$ cat src/rtl/dpr_pkg.sv
// Shared types and constants for the dive phase recorder sequencer.
package dpr_pkg;

  localparam int DEPTH_W        = 20;
  localparam int THR_W          = 19;
  localparam int RING_DEPTH_DEF = 7;

  localparam logic [THR_W-1:0] POWER_ON_RST  = THR_W'(5000);
  localparam logic [THR_W-1:0] POWER_OFF_RST = THR_W'(4000);
  localparam logic [THR_W-1:0] SURFACE_RST   = THR_W'(2000);
  localparam logic [THR_W-1:0] JUMP_RST      = THR_W'(10000);

  typedef enum logic [1:0] {
    REG_POWER_ON  = 2'd0,
    REG_POWER_OFF = 2'd1,
    REG_SURFACE   = 2'd2,
    REG_JUMP      = 2'd3
  } reg_index_t;

  typedef enum logic [1:0] {
    CODE_ACCEPT = 2'd0,
    CODE_ZERO   = 2'd1,
    CODE_REPEAT = 2'd2,
    CODE_JUMP   = 2'd3
  } sample_code_t;

  typedef enum logic [2:0] {
    ACT_NONE      = 3'd0,
    ACT_POWER_ON  = 3'd1,
    ACT_POWER_OFF = 3'd2,
    ACT_BOTTOM    = 3'd3,
    ACT_DIVE_END  = 3'd4,
    ACT_NEW_DIVE  = 3'd5
  } action_t;

  typedef struct packed {
    logic [THR_W-1:0] power_on;
    logic [THR_W-1:0] power_off;
    logic [THR_W-1:0] surface;
  } thr_cfg_t;

  typedef struct packed {
    logic [2:0]                status;
    action_t                   act;
    logic                      power;
    logic                      surface;
    logic signed [DEPTH_W-1:0] deepest;
  } seq_out_t;

  typedef struct packed {
    sample_code_t              code;
    seq_out_t                  seq;
  } result_t;

endpackage

$ cat src/rtl/dpr_cell.sv
// One cell of the depth history line: holds a sample and hands it on.
module dpr_cell (
  input  logic                               clk,
  input  logic                               rst,
  input  logic                               shift,
  input  logic signed [dpr_pkg::DEPTH_W-1:0] din,
  output logic signed [dpr_pkg::DEPTH_W-1:0] dout
);

  logic signed [dpr_pkg::DEPTH_W-1:0] val;

  always_ff @(posedge clk) begin
    if (rst) begin
      val <= '0;
    end else if (shift) begin
      val <= din;
    end
  end

  assign dout = val;

endmodule

$ cat src/rtl/dpr_seq.sv
// Dive status sequencer: status, recorder power, surface flag, max depth.
module dpr_seq #(
  parameter int DIR_W = 24
) (
  input  logic                               clk,
  input  logic                               rst,
  input  logic                               take,
  input  logic                               step,
  input  logic signed [dpr_pkg::DEPTH_W-1:0] depth,
  input  logic signed [dpr_pkg::DEPTH_W-1:0] prev,
  input  logic signed [DIR_W-1:0]            dir,
  input  dpr_pkg::thr_cfg_t                  cfg,
  output dpr_pkg::seq_out_t                  seq_next
);

  typedef enum logic [2:0] {
    ST_INIT         = 3'd0,
    ST_READY        = 3'd1,
    ST_DESCEND      = 3'd2,
    ST_DEEP         = 3'd3,
    ST_ASCEND       = 3'd4,
    ST_NEAR_SURFACE = 3'd5,
    ST_SURFACED     = 3'd6
  } status_t;

  status_t                            status, status_next;
  logic                               power, power_next;
  logic                               surface, surface_next;
  logic signed [dpr_pkg::DEPTH_W-1:0] deepest, deepest_next;
  dpr_pkg::action_t                   act;
  logic signed [dpr_pkg::DEPTH_W-1:0] on_s, off_s, surf_s;
  logic                               dir_pos, dir_neg;

  assign on_s    = {1'b0, cfg.power_on};
  assign off_s   = {1'b0, cfg.power_off};
  assign surf_s  = {1'b0, cfg.surface};
  assign dir_neg = dir[DIR_W-1];
  assign dir_pos = !dir[DIR_W-1] && (dir != '0);

  always_comb begin
    status_next  = status;
    power_next   = power;
    surface_next = surface;
    act          = dpr_pkg::ACT_NONE;
    deepest_next = (take && (depth > prev)) ? depth : deepest;
    if (step) begin
      case (status)
        ST_INIT, ST_READY: begin
          status_next = ST_READY;
          if (dir_pos) begin
            if (prev > on_s) begin
              surface_next = 1'b0;
              status_next  = ST_DESCEND;
            end
          end else if (prev > off_s) begin
            surface_next = 1'b0;
            status_next  = ST_DESCEND;
          end else if (prev < surf_s) begin
            surface_next = 1'b1;
            status_next  = ST_NEAR_SURFACE;
          end
        end
        ST_DESCEND: begin
          if (dir_pos) begin
            if (prev > on_s) begin
              power_next  = 1'b1;
              act         = dpr_pkg::ACT_POWER_ON;
              status_next = ST_DEEP;
            end
          end else if (prev >= off_s) begin
            power_next  = 1'b1;
            act         = dpr_pkg::ACT_POWER_ON;
            status_next = ST_ASCEND;
          end else begin
            act         = power ? dpr_pkg::ACT_POWER_OFF : dpr_pkg::ACT_NONE;
            power_next  = 1'b0;
            status_next = ST_NEAR_SURFACE;
          end
        end
        ST_DEEP: begin
          if (dir_neg) begin
            status_next = ST_ASCEND;
            act         = dpr_pkg::ACT_BOTTOM;
          end
        end
        ST_ASCEND: begin
          if (dir_pos) begin
            deepest_next = depth;
            status_next  = ST_DEEP;
          end else if (prev < off_s) begin
            status_next = ST_NEAR_SURFACE;
            act         = power ? dpr_pkg::ACT_POWER_OFF : dpr_pkg::ACT_NONE;
            power_next  = 1'b0;
          end
        end
        ST_NEAR_SURFACE: begin
          if (dir_neg && (prev < surf_s)) begin
            status_next  = ST_SURFACED;
            surface_next = 1'b1;
            act          = dpr_pkg::ACT_DIVE_END;
          end
        end
        ST_SURFACED: begin
          if (dir_pos) begin
            status_next = ST_READY;
            act         = dpr_pkg::ACT_NEW_DIVE;
          end else if (prev > off_s) begin
            status_next = ST_READY;
          end
        end
        default: begin
          status_next = ST_INIT;
        end
      endcase
    end
  end

  always_ff @(posedge clk) begin
    if (rst) begin
      status  <= ST_INIT;
      power   <= 1'b0;
      surface <= 1'b1;
      deepest <= '0;
    end else begin
      status  <= status_next;
      power   <= power_next;
      surface <= surface_next;
      deepest <= deepest_next;
    end
  end

  assign seq_next.status  = status_next;
  assign seq_next.act     = act;
  assign seq_next.power   = power_next;
  assign seq_next.surface = surface_next;
  assign seq_next.deepest = deepest_next;

endmodule

$ cat src/rtl/dive_phase_recorder_sequencer.sv
// Top level of the dive phase recorder sequencer.
//
//   channel | direction | handshake            | payload
//   in      | input     | in_valid / in_stall  | depth_cm
//   out     | output    | out_valid / out_stall| sample_code .. max_depth_cm
//   cfg     | input     | cfg_valid / cfg_ready| cfg_index, cfg_data
//
// One depth sample is accepted per cycle while in_stall is low. Its result
// enters the output register, or a skid register holding one extra result
// while the output is stalled; in_stall rises only when the skid register is
// full. The running ring sum and the sequencer settle in the accepting
// cycle, so samples follow back to back. Reset loads the register defaults,
// clears the history line, and leaves the recorder off and surfaced.
module dive_phase_recorder_sequencer #(
  parameter int RING_DEPTH = dpr_pkg::RING_DEPTH_DEF
) (
  input  logic                               clk,
  input  logic                               rst,
  input  logic                               in_valid,
  output logic                               in_stall,
  input  logic signed [dpr_pkg::DEPTH_W-1:0] depth_cm,
  output logic                               out_valid,
  input  logic                               out_stall,
  output logic [1:0]                         sample_code,
  output logic [2:0]                         dive_status,
  output logic [2:0]                         action,
  output logic                               recorder_on,
  output logic                               at_surface,
  output logic signed [dpr_pkg::DEPTH_W-1:0] max_depth_cm,
  input  logic                               cfg_valid,
  output logic                               cfg_ready,
  input  logic [1:0]                         cfg_index,
  input  logic [dpr_pkg::THR_W-1:0]          cfg_data
);

  localparam int DW     = dpr_pkg::DEPTH_W;
  localparam int SUM_W  = DW + $clog2(RING_DEPTH);
  localparam int DIR_W  = SUM_W + 1;
  localparam int WARM_W = $clog2(RING_DEPTH + 1);
  localparam logic signed [DIR_W-1:0] RD_S = DIR_W'(RING_DEPTH);

  logic [dpr_pkg::THR_W-1:0] power_on_depth, power_off_depth, surface_depth, jump_limit;
  dpr_pkg::thr_cfg_t         cfg;

  logic signed [DW-1:0]     last_depth;
  logic signed [SUM_W-1:0]  ring_sum, ring_sum_next;
  logic [WARM_W-1:0]        warm_count;
  logic signed [DW-1:0]     tap [RING_DEPTH];
  logic signed [DW:0]       diff;
  logic [DW:0]              adiff;
  dpr_pkg::sample_code_t    code;
  logic                     accept, take, step;
  logic signed [DIR_W-1:0]  dir;
  dpr_pkg::seq_out_t        seq_next;
  dpr_pkg::result_t         res_new, out_reg, skid_reg;
  logic                     skid_valid, out_xfer;

  assign cfg_ready = 1'b1;
  assign cfg.power_on  = power_on_depth;
  assign cfg.power_off = power_off_depth;
  assign cfg.surface   = surface_depth;

  always_ff @(posedge clk) begin
    if (rst) begin
      power_on_depth  <= dpr_pkg::POWER_ON_RST;
      power_off_depth <= dpr_pkg::POWER_OFF_RST;
      surface_depth   <= dpr_pkg::SURFACE_RST;
      jump_limit      <= dpr_pkg::JUMP_RST;
    end else if (cfg_valid && cfg_ready) begin
      case (dpr_pkg::reg_index_t'(cfg_index))
        dpr_pkg::REG_POWER_ON:  power_on_depth  <= cfg_data;
        dpr_pkg::REG_POWER_OFF: power_off_depth <= cfg_data;
        dpr_pkg::REG_SURFACE:   surface_depth   <= cfg_data;
        dpr_pkg::REG_JUMP:      jump_limit      <= cfg_data;
        default: ;
      endcase
    end
  end

  assign accept = in_valid && !in_stall;
  assign diff   = {depth_cm[DW-1], depth_cm} - {last_depth[DW-1], last_depth};
  assign adiff  = diff[DW] ? $unsigned(-diff) : $unsigned(diff);

  always_comb begin
    if (depth_cm == '0) begin
      code = dpr_pkg::CODE_ZERO;
    end else if (depth_cm == last_depth) begin
      code = dpr_pkg::CODE_REPEAT;
    end else if (adiff > {2'b00, jump_limit}) begin
      code = dpr_pkg::CODE_JUMP;
    end else begin
      code = dpr_pkg::CODE_ACCEPT;
    end
  end

  assign take = accept && (code == dpr_pkg::CODE_ACCEPT);
  assign step = take && (warm_count >= WARM_W'(RING_DEPTH - 1));

  genvar gi;
  generate
    for (gi = 0; gi < RING_DEPTH; gi++) begin : g_cell
      if (gi == 0) begin : g_head
        dpr_cell u_cell (
          .clk   (clk),
          .rst   (rst),
          .shift (take),
          .din   (depth_cm),
          .dout  (tap[gi])
        );
      end else begin : g_body
        dpr_cell u_cell (
          .clk   (clk),
          .rst   (rst),
          .shift (take),
          .din   (tap[gi-1]),
          .dout  (tap[gi])
        );
      end
    end
  endgenerate

  assign ring_sum_next = ring_sum - SUM_W'(tap[RING_DEPTH-1]) + SUM_W'(depth_cm);
  assign dir = DIR_W'(RD_S * DIR_W'(depth_cm)) - DIR_W'(ring_sum_next);

  always_ff @(posedge clk) begin
    if (rst) begin
      last_depth <= '0;
      ring_sum   <= '0;
      warm_count <= '0;
    end else if (take) begin
      last_depth <= depth_cm;
      ring_sum   <= ring_sum_next;
      if (warm_count < WARM_W'(RING_DEPTH)) begin
        warm_count <= warm_count + WARM_W'(1);
      end
    end
  end

  dpr_seq #(
    .DIR_W (DIR_W)
  ) u_seq (
    .clk      (clk),
    .rst      (rst),
    .take     (take),
    .step     (step),
    .depth    (depth_cm),
    .prev     (last_depth),
    .dir      (dir),
    .cfg      (cfg),
    .seq_next (seq_next)
  );

  assign res_new.code = code;
  assign res_new.seq  = seq_next;

  assign out_xfer = out_valid && !out_stall;
  assign in_stall = skid_valid;

  always_ff @(posedge clk) begin
    if (rst) begin
      out_valid  <= 1'b0;
      skid_valid <= 1'b0;
    end else if (skid_valid) begin
      if (out_xfer) begin
        skid_valid <= 1'b0;
      end
    end else if (accept) begin
      if (out_valid && !out_xfer) begin
        skid_valid <= 1'b1;
      end else begin
        out_valid <= 1'b1;
      end
    end else if (out_xfer) begin
      out_valid <= 1'b0;
    end
  end

  always_ff @(posedge clk) begin
    if (skid_valid) begin
      if (out_xfer) begin
        out_reg <= skid_reg;
      end
    end else if (accept) begin
      if (out_valid && !out_xfer) begin
        skid_reg <= res_new;
      end else begin
        out_reg <= res_new;
      end
    end
  end

  assign sample_code  = out_reg.code;
  assign dive_status  = out_reg.seq.status;
  assign action       = out_reg.seq.act;
  assign recorder_on  = out_reg.seq.power;
  assign at_surface   = out_reg.seq.surface;
  assign max_depth_cm = out_reg.seq.deepest;

endmodule

$ cat config.mk
export PLATFORM = sky130hd
export DESIGN_NAME = dive_phase_recorder_sequencer
export DESIGN_NICKNAME = d
export VERILOG_FILES = /design/src/rtl/dpr_pkg.sv /design/src/rtl/dpr_cell.sv /design/src/rtl/dpr_seq.sv /design/src/rtl/dive_phase_recorder_sequencer.sv
export SDC_FILE = /design/constraint.sdc
export NUM_CORES = 1
export LEC_CHECK = 0
export BUFFER_PORTS_ARGS = -buffer_cell sky130_fd_sc_hd__buf_4
export CAP_MARGIN = 40
export CORE_ASPECT_RATIO = 0.6
export CORE_UTILIZATION = 40
export CTS_BUF_LIST = sky130_fd_sc_hd__clkbuf_2
export DETAILED_ROUTE_END_ITERATION = 12
export PLACE_DENSITY = 0.52
export SYNTH_ARGS = -nofsm -noshare
export SYNTH_HDL_FRONTEND = slang
export SYNTH_SLANG_ARGS = --single-unit
$ cat constraint.sdc
create_clock -name clk -period 12.2 [get_ports clk]
set_clock_uncertainty 0.15 [all_clocks]
set_input_delay 3.66 -clock clk [delete_from_list [all_inputs] [get_ports clk]]
set_output_delay 3.66 -clock clk [all_outputs]
set_load 0.05 [all_outputs]
After elaboration in Yosys (flattened, before gate mapping)
Index checks and enable logic that the tools add are counted.
{ "totals": {"wordCells": 148, "output_inout_bits": 33, "reg_bits": 329} }
{ "classes": {"n_addsub": 6, "n_lt_le_gt_ge": 9, "reduce_logical": 28, "n_mul": 1, "muxes": 59, "bitwise": 1, "eq_ne": 13} }
{ "ops": {"columns": ["op", "n"], "rows": [
  ["30-bit 2-to-1 mux", 4],
  ["20-bit 2-to-1 mux", 4],
  ["20-bit greater-than comparator", 3],
  ["3-bit 2-to-1 mux", 19],
  ["20-bit < comparator", 2],
  ["4-bit by 20-bit multiplier with 24-bit output (first input constant)", 1],
  ["24-bit nonzero test", 1],
  ["24-bit by 23-bit subtractor with 24-bit output", 1],
  ["23-bit by 20-bit adder with 23-bit output", 1],
  ["23-bit by 20-bit subtractor with 23-bit output", 1],
  ["21-bit by 19-bit greater-than comparator with 1-bit output", 1],
  ["1-bit 2-to-1 mux", 21],
  ["21-bit 2-to-1 mux", 1],
  ["21-bit negator", 1],
  ["20-bit by 20-bit subtractor with 21-bit output", 1],
  ["20-bit equality test", 1],
  ["20-bit >= comparator", 1],
  ["20-bit logical NOT", 1],
  ["3-bit one-hot mux with 6 select lines", 1],
  ["3-bit one-hot mux with 5 select lines", 1],
  ["2-bit 2-to-1 mux", 6],
  ["2-bit AND reduction", 5],
  ["3-bit equality test (second input constant)", 3],
  ["3-bit AND reduction", 3],
  ["17 further kinds", 33]
]} }

Depth between registers and ports, before layout
Gate-level depths: netlist of run 1.
{ "depth": {"ltp_word": 17, "ltp_mapped": 35, "depth_no_buf": 33} }

By module
A second synthesis of run 1 with hierarchy kept.
{ "hier_totals": {"cells_unflattened": 2447, "area_unflattened_um2": 21992.3} }
{ "by_module_without_submodules": {"columns": ["module", "area_each_um2", "instances", "cells_each"], "rows": [
  ["dive_phase_recorder_sequencer", 13351.6, 1, 1524],
  ["dpr_cell", 705.7, 7, 64],
  ["dpr_seq", 3701.0, 1, 475]
]} }

Least setup slack after synthesis of run 1
No wires, ideal clock.
{ "synth_timing": {"kind": "input port to flip-flop", "startpoint": "input port depth_cm[2] (netlist name)", "endpoint": "register skid_reg[0] (netlist name), data pin", "t_arrival_ps": 10743, "required_time_ps": 11788, "slack_ps": 1045, "setup_time_ps": 262, "stages": 31, "path_cell_list": "inv_1 fa_1 inv_1 ha_1 nor2b_1 o31ai_2 a2bb2oi_1 a21oi_1 o21bai_1 a21oi_1 o21ai_0 a211oi_1 xor2_1 ha_1 fa_1 inv_1 fa_1 inv_1 ha_1 a21o_1 a21o_1 a221oi_1 nor2_1 or4_1 o2111ai_1 nor3_1 and2_4 or4_4 a21oi_4 buf_8 mux2_4"} }
{ "synth_lines": {"columns": ["item", "line_no", "text"], "rows": [
  ["start, declared", "dive_phase_recorder_sequencer.sv:21", "input logic signed [dpr_pkg::DEPTH_W-1:0] depth_cm,"],
  ["end signal, assigned", "dive_phase_recorder_sequencer.sv:185", "skid_reg <= res_new;"],
  ["end, declared", "dive_phase_recorder_sequencer.sv:55", "dpr_pkg::result_t res_new, out_reg, skid_reg;"]
]} }

Final worst setup path of run 1
{ "layout_timing": {"startpoint": "input port depth_cm[2] (netlist name)", "endpoint": "register out_reg (netlist bit dive_status[1]), data pin"} }
{ "layout_via": {"elab_chain_cells": 14} }
{ "layout_lines": {"columns": ["item", "line_no", "text"], "rows": [
  ["parallel branches: the longest is 10 deep, another holds 4-bit by 20-bit multiplier with 24-bit output", null, null],
  ["3-bit 2-to-1 mux (*)", "dpr_seq.sv:46", "if (step) begin"],
  ["30-bit 2-to-1 mux (*)", "dive_phase_recorder_sequencer.sv:184", "if (out_valid && !out_xfer) begin"],
  ["30-bit 2-to-1 mux (*)", "dive_phase_recorder_sequencer.sv:183", "end else if (accept) begin"],
  ["30-bit 2-to-1 mux (*)", "dive_phase_recorder_sequencer.sv:179", "if (skid_valid) begin"],
  ["end signal, assigned", "dive_phase_recorder_sequencer.sv:181", "out_reg <= skid_reg;"],
  ["end signal, assigned", "dive_phase_recorder_sequencer.sv:187", "out_reg <= res_new;"],
  ["end, declared", "dive_phase_recorder_sequencer.sv:55", null]
]} }
Every way passes the cells marked *. The select of a mux whose other input is x is not followed.
A chain may end at the register's enable or synchronous reset.

==> flow_metrics.py, run 1 <==
metrics = {
    "final_layout": {
        "mostFrequentLayoutCells": "nand2_1 (492), a21oi_1 (302), dfxtp_1 (269)",
        "finish.net_count": 2894,
        "largest_reg_flops": 120,
        "fillers": 5199,
        "multi_input_area_um2": 12200,
        "syn2layout_area_growth_pct": 10.1,
        "fin_area_um2": 23000,
        "seq_area_um2": 7190,
        "drive_gt1_frac": 0.116,
        "layout_commonest_cell": "nand2_1",
    },
    "timing": {
        "finalCritPeriodShare": 0.931,
        "rsz0062_at_grt": "no",
        "slew_headroom": 0.409,
        "hold_violations": 0,
        "hold_slack_ns": 0.235,
        "setup_viol": 0,
        "fmax_mhz": 88.0,
        "tns_ns": 0,
        "drv_slew": 0,
        "final.min_clock_period_ns": 11.36,
        "tightest_slew_ns": 0.886,
    },
    "synth": {
        "yosys_warnings": 0,
        "ys_seq_elements": 329,
        "synth_fp_nets": 2806,
        "synthCells": 2531,
        "synth-async-reset-ratio": 0,
        "synth_compound_area_frac": 0.192,
        "yosys.area_share.adder": 0.159,
        "synth_xor_xnor_area_share": 0.0285,
        "synth-seq-area-share": 0.344,
        "ys_types": 100,
        "yosysTopAreaCell": "dfxtp_1",
        "synth_top_area_share": 0.258,
        "synth_top_family_by_area": "compound AO/OA/AOI/OAI gates",
        "synth_edf_count": 60,
        "syn_area_um2": 20900,
        "yosys.area_share.simple": 0.186,
        "synth_mux_area_frac": 0.0186,
        "syn_avg_cell_area_um2": 8.26,
        "synth_area_leaders": "dfxtp_1 (26%), ha_1 (10%), nand2_1 (8.8%)",
        "synth_ff_type": "dfxtp_1",
    },
    "floorplanning": {
        "start_util": 0.408,
        "core-area_um2": 51200,
        "fp.dieH_um": 179,
        "die_w_um": 297,
        "ios": 79,
        "fp-row-count": 64,
        "die_area_um2": 53200,
    },
    "drt": {
        "wire_per_inst_um": 19.3,
        "vias": 18043,
        "viasPerCell": 5.35,
        "antenna_left": 0,
        "routed_wl_um": 65000,
        "drc": 0,
        "drt-pass1-iter-count": 5,
        "drtIter0Drc": 1571,
    },
    "setup_path": {
        "crit_start": "depth_cm[2]",
        "path_max_fanout": 11,
        "critPathCaptureType": "flip-flop",
        "slowest_delay_ns": 0.55,
        "reg2reg_from": "g_cell[6].g_body.u_cell.dout[0]",
        "worst_ep_required_time_ns": 12.82,
        "start_kind": "input port",
        "path_common_cell": "inv_1",
        "arrival_ns": 11.98,
        "critPathKind": "in2reg",
        "crit_slowest_cell": "fa_1",
    },
    "clock_network": {
        "max-clock-path-buffers": 3,
        "cts-htree-levels": 3,
        "cts_tree": "built",
        "numCtsBuffers": 84,
        "post_cts_buffers": 0,
        "post_cts_resized": 0,
        "cts.clk_slew.worst_paths_ns": 0.11,
        "ctsHoldBuffers": 0,
        "cts_root_buf": "clkbuf_2",
        "cts_sinks": 329,
        "clk-insertion-delay-late_ns": 1.10,
    },
    "global_route": {
        "track_usage": 0.245,
        "grt_pass1_vias": 16860,
        "antenna_found_initial": 2,
        "grt_max_degree": 155,
        "grt_remaining_overflow": 0,
        "grt_pass1_wl_um": 100000,
    },
    "status": {
        "run_status": "finished, final reports clean",
    },
    "min_path": {
        "hp-class": "reg2reg",
        "hold_start": "g_cell[2].g_body.u_cell.dout[5]",
    },
    "placement": {
        "placed_cell_area_um2": 22300,
        "dp_hpwl_um": 46800,
        "gp_congestion": 0.888,
        "portBuffers": 77,
    },
    "flow_run": {
        "drv_cap": 0,
    },
}
layout make-up:
type                    instances  area share
multi-input cells            1827       0.531
flip-flops and latches        329       0.312
repair buffers                123      0.0456
inverters                     254      0.0414
well taps                     693      0.0377
clock buffers                 114      0.0248
clock inverters                33     0.00707
diodes                          1    0.000109
logic make-up (layout without fill, tap and decap cells):
logic type | after synthesis | in the layout
other cells | 1 | 2
mux | 28 | 28
flops | 329 | 329
xor+xnor | 68 | 68
compound gates | 638 | 638
fa+ha+maj | 229 | 229
buf+inv | 375 | 524
simple gates | 863 | 863
cells in the mapped netlist, types with 6 or more instances:
| library cell | instances |
|---|---|
| buf_2 | 46 |
| a211oi_1 | 36 |
| or3_1 | 28 |
| o22ai_1 | 24 |
| clkbuf_1 | 66 |
| inv_1 | 254 |
| dfxtp_1 | 269 |
| ha_1 | 169 |
| nand3_1 | 27 |
| nor2b_1 | 21 |
| nand2_1 | 492 |
| a31oi_1 | 12 |
| o31ai_1 | 6 |
| nand4_1 | 27 |
| nor3_1 | 26 |
| a2111oi_0 | 6 |
| edfxtp_1 | 60 |
| a21o_1 | 38 |
| o21ai_1 | 25 |
| xor2_1 | 30 |
| o21a_1 | 20 |
| fa_1 | 60 |
| a21oi_1 | 302 |
| xnor2_1 | 38 |
| o211ai_1 | 27 |
| nor2_1 | 126 |
| nor4_1 | 14 |
| and2_1 | 29 |
| nand2b_1 | 10 |
| mux2_4 | 21 |
| and3_1 | 21 |
| o21ai_0 | 57 |
per-layer routing:
metal  track usage  share of wire
met1         0.385           0.54
met4        0.0713          0.021
met5             0        0.00015
met2         0.333           0.38
met3        0.0416          0.061
worst paths after layout:
| kind | end | slack [ns] | cells past startpoint |
|---|---|---|---|
| setup / recovery | dive_status[1] | 0.84 | 34 |
| hold / removal | g_cell[3].g_body.u_cell.dout[5] | 0.23 | 2 |
| hold reg to reg | g_cell[3].g_body.u_cell.dout[5] | 0.23 | 2 |
| setup reg to reg | dive_status[1] | 3.12 | 34 |
stage by stage:
step                      instances   util  setup WS, ns
after floorplan                2531      -          1.04
after CTS                      3373  0.449          1.11
after global placement         3221  0.433         0.160
after global routing           3374  0.449         0.370
after detailed placement       3226  0.435       -0.0671
final                          3374  0.449         0.839
critical path, delay by kind of cell:
| kind | cells | cell delay, ns |
|---|---|---|
| xor gates and xnor gates | 3 | 1.01 |
| AOI/OAI and AO/OA | 14 | 3.22 |
| adders and majority gates | 6 | 2.53 |
| buffers and inverters | 7 | 0.77 |
| and+or+nand+nor | 4 | 0.75 |
Power of run 1 is not shown: default switching activity piles up to over one toggle a cycle in this logic, so the estimate is an artifact.
==> inputs of run 2 (changes only) <==
==> constraint.sdc (replaced) <==
create_clock -name clk -period 12.2 [get_ports clk]
set_clock_uncertainty 0.15 [all_clocks]
set_input_delay 0.61 -clock clk [delete_from_list [all_inputs] [get_ports clk]]
set_output_delay 0.61 -clock clk [all_outputs]
set_load 0.05 [all_outputs]
==> run 2 against run 1 <==
Routed wire length shrank 0.23%. Core utilization is 0.83 points higher. Die area is the same. Non-clock buffer count is 34 higher. Register-to-register slack got worse by 0.53 ns. Final cell count rose by 1.1%.
==> flow_metrics.py, run 2 (synthesized netlist as in run 1, its figures left out) <==
metrics = {
    "status": {
        "run_status": "finished, final reports clean",
    },
    "floorplanning": {
        "die_w_um": 297,
        "core-area_um2": 51200,
        "ios": 79,
        "fp-row-count": 64,
        "fp.dieH_um": 179,
        "start_util": 0.408,
        "die_area_um2": 53200,
    },
    "setup_path": {
        "critPathCaptureType": "flip-flop",
        "reg2regPathDepth": 34,
        "path_common_cell": "inv_1",
        "critPathKind": "reg2reg",
        "crit_slowest_cell": "or4_4",
        "start_kind": "flip-flop",
        "rrSetupSlack_ns": 2.59,
        "slowest_delay_ns": 0.63,
        "path_max_fanout": 15,
        "arrival_ns": 10.29,
        "worst_ep_required_time_ns": 12.88,
    },
    "timing": {
        "setup_viol": 0,
        "rsz0062_at_grt": "no",
        "slew_headroom": 0.377,
        "tightest_slew_ns": 0.935,
        "finalCritPeriodShare": 0.787,
        "tns_ns": 0,
        "fmax_mhz": 104,
        "drv_slew": 0,
        "worst_slack_ns": 2.59,
        "hold_slack_ns": 0.276,
        "hold_violations": 0,
        "final.min_clock_period_ns": 9.61,
    },
    "drt": {
        "routed_wl_um": 64900,
        "drt-pass1-iter-count": 5,
        "antenna_left": 0,
        "drtIter0Drc": 1526,
        "vias": 18303,
        "wire_per_inst_um": 19.0,
        "viasPerCell": 5.37,
        "drc": 0,
    },
    "placement": {
        "gp_congestion": 0.891,
        "dp_hpwl_um": 45900,
        "dp_worst_setup_slack_ns": 2.35,
        "portBuffers": 77,
    },
    "clock_network": {
        "post_cts_buffers": 0,
        "cts_sinks": 329,
        "cts.clk_slew.worst_paths_ns": 0.11,
        "numCtsBuffers": 84,
        "cts_tree": "built",
        "cts_root_buf": "clkbuf_2",
        "cts-htree-levels": 3,
        "max-clock-path-buffers": 3,
        "clk-insertion-delay-late_ns": 1.01,
    },
    "global_route": {
        "track_usage": 0.244,
        "grt_remaining_overflow": 0,
        "grt_max_degree": 88,
        "grt_pass1_vias": 16978,
        "antenna_found_initial": 3,
        "grt_pass1_wl_um": 100000,
    },
    "final_layout": {
        "layout_commonest_cell": "nand2_1",
        "fillers": 5135,
        "drive_gt1_frac": 0.108,
        "mostFrequentLayoutCells": "nand2_1 (492), a21oi_1 (302), dfxtp_1 (269)",
        "syn2layout_area_growth_pct": 12.2,
        "largest_reg_flops": 120,
        "finish.net_count": 2928,
    },
    "flow_run": {
        "drv_cap": 0,
    },
    "min_path": {
        "whs_path_depth": 2,
        "hp-class": "reg2reg",
    },
}
-- run 2: metrics by stage --
stage                     instances  instance area [um^2]   util
after global placement         3195                 21900  0.428
after CTS                      3409                 23400  0.457
after global routing           3410                 23400  0.457
final                          3410                 23400  0.457
after floorplan                2531                 20900      -
after detailed placement       3202                 22100  0.431
-- run 2: final timing paths --
kind,startpoint,to
setup reg to reg,ring_sum[0],u_seq.deepest[6]
hold reg to reg,g_cell[1].g_body.u_cell.dout[8],g_cell[2].g_body.u_cell.dout[8]
setup / recovery,ring_sum[0],u_seq.deepest[6]
hold / removal,g_cell[1].g_body.u_cell.dout[8],g_cell[2].g_body.u_cell.dout[8]
-- run 2: per-layer routing --
layer	track usage	up-vias	routed length [um]
li1	-	8999	-
met1	0.384	8689	34300
met2	0.328	551	25000
met3	0.0513	64	4660
met4	0.0552	0	934
met5	0	-	0
-- run 2: timing repair --
action,in CTS,in global routing
hold endpoints to repair,161,0
gates resized for setup,0,0
setup endpoints to repair,0,0
hold buffers,58,0
-- run 2: critical path: cells and delay by family (launching register included) --
family                   cells  cell delay (ns)
flip-flops                   1             0.34
adder cells (fa/ha/maj)      7             2.73
AND/OR/NAND/NOR              3             1.01
XOR/XNOR                     3             0.99
multiplexers                 1             0.32
AO/OA/AOI/OAI               14             3.32
buffers and inverters        6             0.54
-- run 2: area by class of cell --
| cell class | instances | area (um^2) | area share |
|---|---|---|---|
| clock buffers | 120 | 601 | 0.0256 |
| diodes | 1 | 2.50 | 0.000107 |
| clock inverters | 29 | 184 | 0.00785 |
| flip-flops and latches | 329 | 7190 | 0.307 |
| inverters | 254 | 953 | 0.0407 |
| well taps | 693 | 867 | 0.0370 |
| multi-input cells | 1827 | 12200 | 0.521 |
| repair buffers | 157 | 1420 | 0.0607 |
Power of run 2 is left out for the same reason.
